<file path="src/hw/rtl/bkl_pkg.sv">
// Package for the bakery ticket lock arbiter.
// Holds action and status codes, controller states and the command and
// status structs between controller and datapath. Depends on nothing.
`timescale 1ns / 1ps

package bkl_pkg;

  // Request actions; the unused code behaves as a poll.
  localparam logic [1:0] ACT_ACQUIRE = 2'd0;
  localparam logic [1:0] ACT_RELEASE = 2'd1;
  localparam logic [1:0] ACT_POLL    = 2'd2;

  // Result status codes.
  localparam logic [1:0] STS_OK       = 2'd0;
  localparam logic [1:0] STS_OVERFLOW = 2'd1;
  localparam logic [1:0] STS_RANGE    = 2'd2;

  // Widths fixed by the port list.
  localparam int ID_W    = 4;
  localparam int CNT_W   = 5;
  localparam int OUT_T_W = 16;

  // Controller states.
  typedef enum logic [1:0] {
    ST_IDLE,
    ST_SCAN,
    ST_DRAIN,
    ST_FIN
  } bkl_state_t;

  // Commands from the controller to the datapath.
  typedef struct packed {
    logic load;    // latch the request and clear the scan results
    logic scan;    // read the next ticket slot
    logic finish;  // commit the ticket update and register the result
  } bkl_cmd_t;

  // Status from the datapath to the controller.
  typedef struct packed {
    logic last;    // the slot being read is the last one in use
  } bkl_sts_t;

endpackage

</file>
<file path="src/hw/rtl/bkl_ctrl.sv">
// Controller state machine for the bakery ticket lock arbiter.
// Sequences request capture, the ticket table scan and the final update.
// Depends on bkl_pkg.
`timescale 1ns / 1ps

module bkl_ctrl (
  input  logic             clk,
  input  logic             rst_n,
  input  logic             start,
  output logic             busy,
  output bkl_pkg::bkl_cmd_t cmd,
  input  bkl_pkg::bkl_sts_t sts
);
  import bkl_pkg::*;

  bkl_state_t state_r;
  bkl_state_t state_nxt;

  // State register.
  always_ff @(posedge clk) begin
    if (!rst_n) begin
      state_r <= ST_IDLE;
    end else begin
      state_r <= state_nxt;
    end
  end

  // Next state.
  always_comb begin
    state_nxt = state_r;
    case (state_r)
      ST_IDLE: begin
        if (start) begin
          state_nxt = ST_SCAN;
        end
      end
      ST_SCAN: begin
        if (sts.last) begin
          state_nxt = ST_DRAIN;
        end
      end
      ST_DRAIN: state_nxt = ST_FIN;
      ST_FIN:   state_nxt = ST_IDLE;
      default:  state_nxt = ST_IDLE;
    endcase
  end

  // Outputs.
  always_comb begin
    busy       = 1'b1;
    cmd.load   = 1'b0;
    cmd.scan   = 1'b0;
    cmd.finish = 1'b0;
    case (state_r)
      ST_IDLE: begin
        busy     = 1'b0;
        cmd.load = start;
      end
      ST_SCAN:  cmd.scan = 1'b1;
      ST_DRAIN: ;
      ST_FIN:   cmd.finish = 1'b1;
      default:  busy = 1'b1;
    endcase
  end

endmodule

</file>
<file path="src/hw/rtl/bkl_dp.sv">
// Datapath for the bakery ticket lock arbiter.
// Holds the ticket table, the clients-in-use register, the scan for the
// largest ticket and the holder, and the result registers. Depends on bkl_pkg.
`timescale 1ns / 1ps

module bkl_dp #(
  parameter int CLIENTS     = 16,
  parameter int TICKET_BITS = 16
) (
  input  logic                         clk,
  input  logic                         rst_n,
  input  logic                         cfg_we,
  input  logic [bkl_pkg::CNT_W-1:0]    cfg_data,
  input  logic [1:0]                   in_action,
  input  logic [bkl_pkg::ID_W-1:0]     in_client_id,
  input  bkl_pkg::bkl_cmd_t            cmd,
  output bkl_pkg::bkl_sts_t            sts,
  output logic                         out_valid,
  output logic [1:0]                   out_status,
  output logic                         out_granted,
  output logic [bkl_pkg::OUT_T_W-1:0]  out_ticket,
  output logic                         out_owner_valid,
  output logic [bkl_pkg::ID_W-1:0]     out_owner_id
);
  import bkl_pkg::*;

  localparam int AW = (CLIENTS > 1) ? $clog2(CLIENTS) : 1;
  // The clients-in-use register cannot name more than 31 slots.
  localparam int NCAP = (CLIENTS > 31) ? 31 : CLIENTS;
  localparam logic [CNT_W-1:0] NCAP_W = NCAP[CNT_W-1:0];
  localparam logic [CNT_W-1:0] ONE_W  = CNT_W'(1);

  typedef logic [TICKET_BITS-1:0] ticket_t;

  // Ticket table with one valid bit per slot; an unwritten slot reads zero.
  ticket_t            mem [CLIENTS];
  logic [CLIENTS-1:0] vbits_r;

  logic [CNT_W-1:0] cfg_r;
  logic [1:0]       act_r;
  logic [CNT_W-1:0] id_r;
  logic [CNT_W-1:0] n_r;
  logic             inr_r;
  logic [CNT_W-1:0] cnt_r;
  logic             pv_r;
  logic [CNT_W-1:0] pidx_r;
  ticket_t          rd_data_r;
  logic             rd_vld_r;
  ticket_t          max_r;
  ticket_t          best_r;
  logic [CNT_W-1:0] own_r;
  logic             found_r;
  ticket_t          old_r;

  logic [CNT_W-1:0] n_eff;
  logic [CNT_W-1:0] id_ext;
  ticket_t          rd_t;
  logic             ovf;
  logic             wr_en;
  ticket_t          t_new;
  logic [1:0]       status;
  logic             own_v;
  logic [CNT_W-1:0] own_f;

  // Clients-in-use register, clamped to the table size when used, zero as one.
  always_ff @(posedge clk) begin
    if (!rst_n) begin
      cfg_r <= 5'd16;
    end else if (cfg_we) begin
      cfg_r <= cfg_data;
    end
  end

  always_comb begin
    if (cfg_r == '0) begin
      n_eff = ONE_W;
    end else if (cfg_r > NCAP_W) begin
      n_eff = NCAP_W;
    end else begin
      n_eff = cfg_r;
    end
  end

  assign id_ext = CNT_W'(in_client_id);

  // Request capture and scan counter.
  always_ff @(posedge clk) begin
    if (cmd.load) begin
      act_r <= in_action;
      id_r  <= id_ext;
      n_r   <= n_eff;
      inr_r <= (id_ext < n_eff);
      cnt_r <= '0;
    end else if (cmd.scan) begin
      cnt_r <= cnt_r + ONE_W;
    end
  end

  assign sts.last = (cnt_r == n_r - ONE_W);

  // Read port, addressed by the scan counter, with registered data.
  always_ff @(posedge clk) begin
    if (cmd.scan) begin
      rd_data_r <= mem[AW'(cnt_r)];
      rd_vld_r  <= vbits_r[AW'(cnt_r)];
      pidx_r    <= cnt_r;
    end
  end

  always_ff @(posedge clk) begin
    if (!rst_n) begin
      pv_r <= 1'b0;
    end else begin
      pv_r <= cmd.scan;
    end
  end

  assign rd_t = rd_vld_r ? rd_data_r : '0;

  // Running maximum over the slots in use, and the holder over them all but the
  // requester's own, whose old ticket is kept aside.
  always_ff @(posedge clk) begin
    if (cmd.load) begin
      max_r   <= '0;
      best_r  <= '0;
      own_r   <= '0;
      found_r <= 1'b0;
      old_r   <= '0;
    end else if (pv_r) begin
      if (rd_t > max_r) begin
        max_r <= rd_t;
      end
      if (pidx_r == id_r) begin
        old_r <= rd_t;
      end else if (rd_t != '0 && (!found_r || rd_t < best_r)) begin
        found_r <= 1'b1;
        best_r  <= rd_t;
        own_r   <= pidx_r;
      end
    end
  end

  // New ticket of the requester and the status of the request.
  always_comb begin
    ovf    = (max_r == '1);
    wr_en  = 1'b0;
    t_new  = old_r;
    status = STS_OK;
    if (!inr_r) begin
      t_new  = '0;
      status = STS_RANGE;
    end else begin
      case (act_r)
        ACT_ACQUIRE: begin
          if (ovf) begin
            status = STS_OVERFLOW;
          end else begin
            t_new = max_r + ticket_t'(1);
            wr_en = 1'b1;
          end
        end
        ACT_RELEASE: begin
          t_new = '0;
          wr_en = 1'b1;
        end
        default: t_new = old_r;
      endcase
    end
  end

  // Holder after the update: the best other slot, or the requester itself.
  always_comb begin
    own_v = 1'b0;
    own_f = '0;
    if (found_r && (t_new == '0 || best_r < t_new ||
                    (best_r == t_new && own_r < id_r))) begin
      own_v = 1'b1;
      own_f = own_r;
    end else if (t_new != '0) begin
      own_v = 1'b1;
      own_f = id_r;
    end
  end

  // Write port.
  always_ff @(posedge clk) begin
    if (cmd.finish && wr_en) begin
      mem[AW'(id_r)] <= t_new;
    end
  end

  always_ff @(posedge clk) begin
    if (!rst_n) begin
      vbits_r <= '0;
    end else if (cmd.finish && wr_en) begin
      vbits_r[AW'(id_r)] <= 1'b1;
    end
  end

  // Result registers and strobe.
  always_ff @(posedge clk) begin
    if (!rst_n) begin
      out_valid <= 1'b0;
    end else begin
      out_valid <= cmd.finish;
    end
  end

  always_ff @(posedge clk) begin
    if (cmd.finish) begin
      out_status      <= status;
      out_granted     <= own_v && (t_new != '0) && (own_f == id_r);
      out_ticket      <= OUT_T_W'(t_new);
      out_owner_valid <= own_v;
      out_owner_id    <= ID_W'(own_f);
    end
  end

endmodule

</file>
<file path="src/hw/rtl/bakery_ticket_lock_arbiter_unit.sv">
// Top level of the bakery ticket lock arbiter.
// Joins the controller (bkl_ctrl) and the datapath (bkl_dp). Depends on bkl_pkg.
//
// Channel   Ports                                   Handshake
// request   in_action, in_client_id                 start high while busy low
// result    out_status, out_granted, out_ticket,     out_valid strobe, one cycle
//           out_owner_valid, out_owner_id
// config    cfg_data                                cfg_valid and cfg_ready
//
// A request is not accepted until the one before it is done: the scan reads
// one ticket slot per cycle from the single read port of the ticket table,
// over the clamped clients-in-use count, then come the drain and update states.
// The result strobe is registered from the update state.
// Reset clears all tickets at once through per-slot valid bits; no sweep.
// The receiver cannot stall the result; cfg_ready is always high.
`timescale 1ns / 1ps

module bakery_ticket_lock_arbiter_unit #(
  parameter int CLIENTS     = 16,
  parameter int TICKET_BITS = 16
) (
  input  logic                         clk,
  input  logic                         rst_n,
  input  logic                         start,
  output logic                         busy,
  input  logic [1:0]                   in_action,
  input  logic [bkl_pkg::ID_W-1:0]     in_client_id,
  output logic                         out_valid,
  output logic [1:0]                   out_status,
  output logic                         out_granted,
  output logic [bkl_pkg::OUT_T_W-1:0]  out_ticket,
  output logic                         out_owner_valid,
  output logic [bkl_pkg::ID_W-1:0]     out_owner_id,
  input  logic                         cfg_valid,
  output logic                         cfg_ready,
  input  logic [bkl_pkg::CNT_W-1:0]    cfg_data
);
  import bkl_pkg::*;

  bkl_cmd_t cmd;
  bkl_sts_t sts;

  // The configuration register is always ready to take a write.
  assign cfg_ready = 1'b1;

  bkl_ctrl u_ctrl (
    .clk   (clk),
    .rst_n (rst_n),
    .start (start),
    .busy  (busy),
    .cmd   (cmd),
    .sts   (sts)
  );

  bkl_dp #(
    .CLIENTS     (CLIENTS),
    .TICKET_BITS (TICKET_BITS)
  ) u_dp (
    .clk             (clk),
    .rst_n           (rst_n),
    .cfg_we          (cfg_valid & cfg_ready),
    .cfg_data        (cfg_data),
    .in_action       (in_action),
    .in_client_id    (in_client_id),
    .cmd             (cmd),
    .sts             (sts),
    .out_valid       (out_valid),
    .out_status      (out_status),
    .out_granted     (out_granted),
    .out_ticket      (out_ticket),
    .out_owner_valid (out_owner_valid),
    .out_owner_id    (out_owner_id)
  );

endmodule

</file>
<file path="config.mk">
export PLATFORM = sky130hd
export DESIGN_NAME = bakery_ticket_lock_arbiter_unit
export DESIGN_NICKNAME = d
export VERILOG_FILES = /design/src/hw/rtl/bkl_pkg.sv /design/src/hw/rtl/bkl_ctrl.sv /design/src/hw/rtl/bkl_dp.sv /design/src/hw/rtl/bakery_ticket_lock_arbiter_unit.sv
export SDC_FILE = /design/constraint.sdc
export NUM_CORES = 1
export LEC_CHECK = 0
export ABC_AREA = 1
export BUFFER_PORTS_ARGS = -buffer_cell sky130_fd_sc_hd__buf_4
export CORE_ASPECT_RATIO = 1.2
export CORE_MARGIN = 3
export CORE_UTILIZATION = 30
export DETAILED_ROUTE_END_ITERATION = 7
export PLACE_DENSITY = 0.52
export SLEW_MARGIN = 20
export SYNTH_ARGS = -nofsm -noshare
export SYNTH_HDL_FRONTEND = slang
export SYNTH_SLANG_ARGS = --single-unit
</file>
<file path="constraint.sdc">
create_clock -name clk -period 8.05 [get_ports clk]
set_input_delay 0.4025 -clock clk [delete_from_list [all_inputs] [get_ports clk]]
set_output_delay 0.4025 -clock clk [all_outputs]
set_load 0.01 [all_outputs]
</file>
==> impl_summary.txt <==
----------------------------------------------------
[Floorplanning]
  Standard-cell row count ... 96
  Core outline area ... 57420 µm²
  Die ar. ... 61280 µm²
  Initial core utilization ... 30.48%
  # IOs ... 42
  Vertical extent of the die ... 270.6 µm
  Die Width ... 226.5 µm

[Detailed routing]
  Average vias per placed instance ... 5.129
  Routed wire length ... 50790 µm
  First-pass DRT Iterations ... 6
  Final ANT Viol Nets ... 0
  Drt initial violations ... 1003
  Drt drc ... 0
  Via count ... 12270
  Mean routed wirelength per cell ... 21.23 µm

[Finish]
  Final instance area ... 20020 µm²
  Count of nets after finishing ... 1702
  Non-filler instance count after layout ... 2392
  Layout-stage area growth over the synthesis result ... 14.38%
  Number of antenna repair diodes ... 0
  Proportion of layout cells with a drive suffix above 1 ... 10.62%

[Global routing]
  Via count of the first global-routing pass ... 12220
  First-pass GRT wire length ... 76460 µm
  Antenna violations before repair ... 0
  Maximum number of pins on one net before global-route repair ... 93
  Total Routing Usage GR ... 16.45%
  Grt total ovfl ... 0

[Clock network]
  Buffers inserted by post-CTS timing repair ... 0
  Clock insertion delay at the later pin of the skew report ... 0.55 ns
  Maximum level of the CTS H-tree ... 2
  Clock Tree Root ... sky130_fd_sc_hd__clkbuf_16
  Clock tree sinks ... 398
  # resized after CTS ... 0
  Clock-pin slew on the worst setup and hold paths ... 0.07 ns
  Number of hold buffers added after cts ... 0
  Clock buffers created by TritonCTS ... 41
  CTS tree ... yes
  Largest buffer count on any clock path ... 3

[STA]
  Final Slew Violations ... 0
  RSZ-0062 raised after global routing ... false
  Total negative slack for setup checks ... 0 ns
  Count of final setup violators ... 0
  Worst setup margin ... 3.193 ns
  Fmax ... 205.9 MHz
  Tcrit/Tclk final ... 60.33%
  Clock period minus final worst setup slack ... 4.857 ns
  Setup clock skew after layout ... 0.02170 ns
  Tightest slew margin relative to the limit ... 32.31%
  Total count of hold-check failures in the final report ... 0
  Worst-margin pin slew ... 1.009 ns

[Synth]
  FFs w/ async S/R, synth ... 0%
  Count of mapped cells out of synthesis ... 1610
  Library cell occupying the most area in the post-synthesis netlist ... sky130_fd_sc_hd__edfxtp_1
  Count of cell types in the netlist ... 48
  Commonest register cell after synthesis ... sky130_fd_sc_hd__edfxtp_1
  Post-synthesis net count ... 1686
  Netlist area before placement ... 17500 µm²
  Average footprint of a synthesized cell ... 10.87 µm²
  Count of flip-flops with a built-in enable after synthesis ... 314
  Dominant cell by count in the synthesized netlist ... sky130_fd_sc_hd__edfxtp_1
  Cells taking the most area after synthesis ... sky130_fd_sc_hd__edfxtp_1 (54%), sky130_fd_sc_hd__dfxtp_1 (9.6%), sky130_fd_sc_hd__o21ai_0 (5.9%)
  Proportion of netlist area held by the largest area contributor ... 53.88%
  Warning count from the yosys run ... 0
  Portion of the post-synthesis area used by sequential elements ... 63.49%
  Post-synthesis register bit count ... 398
  Top cells by instance count after synthesis ... sky130_fd_sc_hd__edfxtp_1 (314), sky130_fd_sc_hd__nor2_1 (212), sky130_fd_sc_hd__o21ai_0 (208)

[Power]
  Leakage power summed over all cells ... 7.199 nW
  Reg power frac ... 40.8%
  Clk network pwr share ... 31.1%
  Net switching fraction of the power ... 34.89%
  Portion of total power attributed to combinational logic ... 28.1%
  Net Switching ... 2.247 mW
  Int Power ... 4.193 mW
  Total power density per cell area ... 321.8 nW/µm²
  Highest ir drop seen on vdd ... 0.1848 mV

[Place]
  Final GP Congestion ... 0.8597
  Placement-stage cell area ... 18620 µm²
  Worst slack after detailed placement ... 3.191 ns
  Post-Place Cells ... 2318
  Half-perimeter wire length after placement ... 29770 µm
  Port buffer count ... 40

[Worst setup path]
  Series of cell instances along the critical path ... nor2_1, inv_1, nor2_1, nand2_1, inv_1, nand2_1, nand2_1, inv_1, ha_1, nand2_1, nor4_1, nand2_1, a21oi_1, nand2_4, nand3_1, nand3_1, nand2_1, inv_1, nand2_1, nor2_1
  Worst Path Required ... 8.35 ns
  Crit path capture type ... register
  Standard cell with the maximum stage delay on the critical path ... sky130_fd_sc_hd__nor2_1
  Sum of buffers and inverters on the critical path ... 4
  Highest net fanout along the worst path ... 19
  Path length in cells of the critical path ... 20
  Critical Path AT ... 5.15 ns
  Type of origin of the critical path ... register
  Worst path top cell family by delay ... simple AND/OR/NAND/NOR gates
  Largest incremental delay on the critical path ... 0.71 ns
  Critical Setup Path Class ... reg -> reg
  Cell occurring most often along the worst timing path ... sky130_fd_sc_hd__nand2_1
  Length in cells of the worst reg-to-reg path ... 20

[Outcome]
  Status ... completed

[Min path]
  Path type of the worst min-delay path ... in -> reg
  Hold Path Stages ... 3

[Run]
  Max_cap viols ... 0

----------------------------------------------------
[final cells by class]
type                       count  area (µm²)
clock buffer                  50        1090
clock inverter                24       305.3
fill                        5670       37400
inverter                     137       515.5
multi-input combinational    995        5670
sequential                   398       11120
tap                          735       919.6
timing repair buffer          53       397.9
[through the flow]
step           util [%]  total power, mW  hold WS [ns]
2_1_floorplan         -            3.853        0.4064
3_3_place_gp      32.43            4.440        0.4440
3_5_place_dp      32.43            4.473        0.4486
4_1_cts           34.86            6.483       0.04263
5_1_grt           34.86            6.818       0.05241
6_report          34.86            6.440       0.06664
[worst paths after layout]
kind / start / to / slack (ns)
max: u_dp.act_r[1]$_DFFE_PP_ / u_dp.out_granted$_DFFE_PP_ / 3.19
min: cfg_data[4] / u_dp.cfg_r[4]$_SDFFE_PN1P_ / 0.07
max reg2reg: u_dp.act_r[1]$_DFFE_PP_ / u_dp.out_granted$_DFFE_PP_ / 3.19
min reg2reg: u_dp.vbits_r[1]$_SDFFE_PN0P_ / u_dp.vbits_r[1]$_SDFFE_PN0P_ / 0.46
[cell usage in the layout, fill, tap and decap left out, drive strengths merged]
master,n
xnor2,3
a31oi,1
nand4,9
a21o,1
nand2,178
ha,61
o31ai,2
a21oi,85
clkinv,15
conb,1
o221ai,53
nor3b,1
dfxtp,84
buf,53
nor2,221
clkbuf,50
clkinvlp,2
o22ai,16
o21ai,209
nand3,78
o2111ai,1
a21boi,2
o21a,18
o211ai,25
nor4,10
nand3b,1
or2,2
edfxtp,314
a41oi,1
bufinv,7
inv,137
a221oi,1
nor3,4
and2,1
xor2,7
a211oi,3
[power by group through the flow]
stage	clock [mW]	sequential, mW	combinational, mW
global placement	0	2.67	1.77
finish	2.00	2.63	1.81
floorplan	0	2.58	1.28
global route	2.12	2.65	2.05
detailed placement	0	2.67	1.81
CTS	2.04	2.63	1.81
[worst reg2reg max path, cell delays in order, from the launching register on]
cell and delay (ns):
sky130_fd_sc_hd__edfxtp_1 0.51, sky130_fd_sc_hd__nor2_1 0.30, sky130_fd_sc_hd__inv_1 0.13, sky130_fd_sc_hd__nor2_1 0.71, sky130_fd_sc_hd__nand2_1 0.13, sky130_fd_sc_hd__inv_1 0.08, sky130_fd_sc_hd__nand2_1 0.05, sky130_fd_sc_hd__nand2_1 0.54
sky130_fd_sc_hd__inv_1 0.10, sky130_fd_sc_hd__ha_1 0.33, sky130_fd_sc_hd__nand2_1 0.09, sky130_fd_sc_hd__nor4_1 0.40, sky130_fd_sc_hd__nand2_1 0.11, sky130_fd_sc_hd__a21oi_1 0.58, sky130_fd_sc_hd__nand2_4 0.14, sky130_fd_sc_hd__nand3_1 0.14
sky130_fd_sc_hd__nand3_1 0.08, sky130_fd_sc_hd__nand2_1 0.07, sky130_fd_sc_hd__inv_1 0.03, sky130_fd_sc_hd__nand2_1 0.05, sky130_fd_sc_hd__nor2_1 0.04
[per-layer routing]
| metal | vias to the layer above | wire [µm] | global-route usage [%] | part of all wire (%) |
|---|---|---|---|---|
| met2 | 370 | 24290 | 27.37 | 48 |
| li1 | 5781 | - | - | - |
| met3 | 115 | 2367 | 2.257 | 4.7 |
| met4 | 0 | 2426 | 7.481 | 4.8 |
| met5 | - | 0 | 0 | 0 |
| met1 | 6002 | 21710 | 21.22 | 43 |
[cell families after synthesis]
family                     synth area share [%]
xor gates and xnor gates                 0.5005
buffers and inverters                     4.790
AOI/OAI and AO/OA                         14.03
DFF                                       63.49
other                                   0.02143
adders and majority gates                 4.361
and+or+nand+nor                           12.81
[registers in the layout (all words and copies together) (netlist names), 4 cells and up]
register and cells:
u_dp.mem 256, u_dp.best_r 16, u_dp.max_r 16, u_dp.old_r 16, u_dp.out_ticket 16, u_dp.rd_data_r 16, u_dp.vbits_r 16, u_dp.cfg_r 5
u_dp.cnt_r 5, u_dp.n_r 5, u_dp.own_r 5, u_dp.pidx_r 5, u_dp.id_r 4, u_dp.out_owner_id 4
No activity file was read; power rests on OpenSTA's default activity.
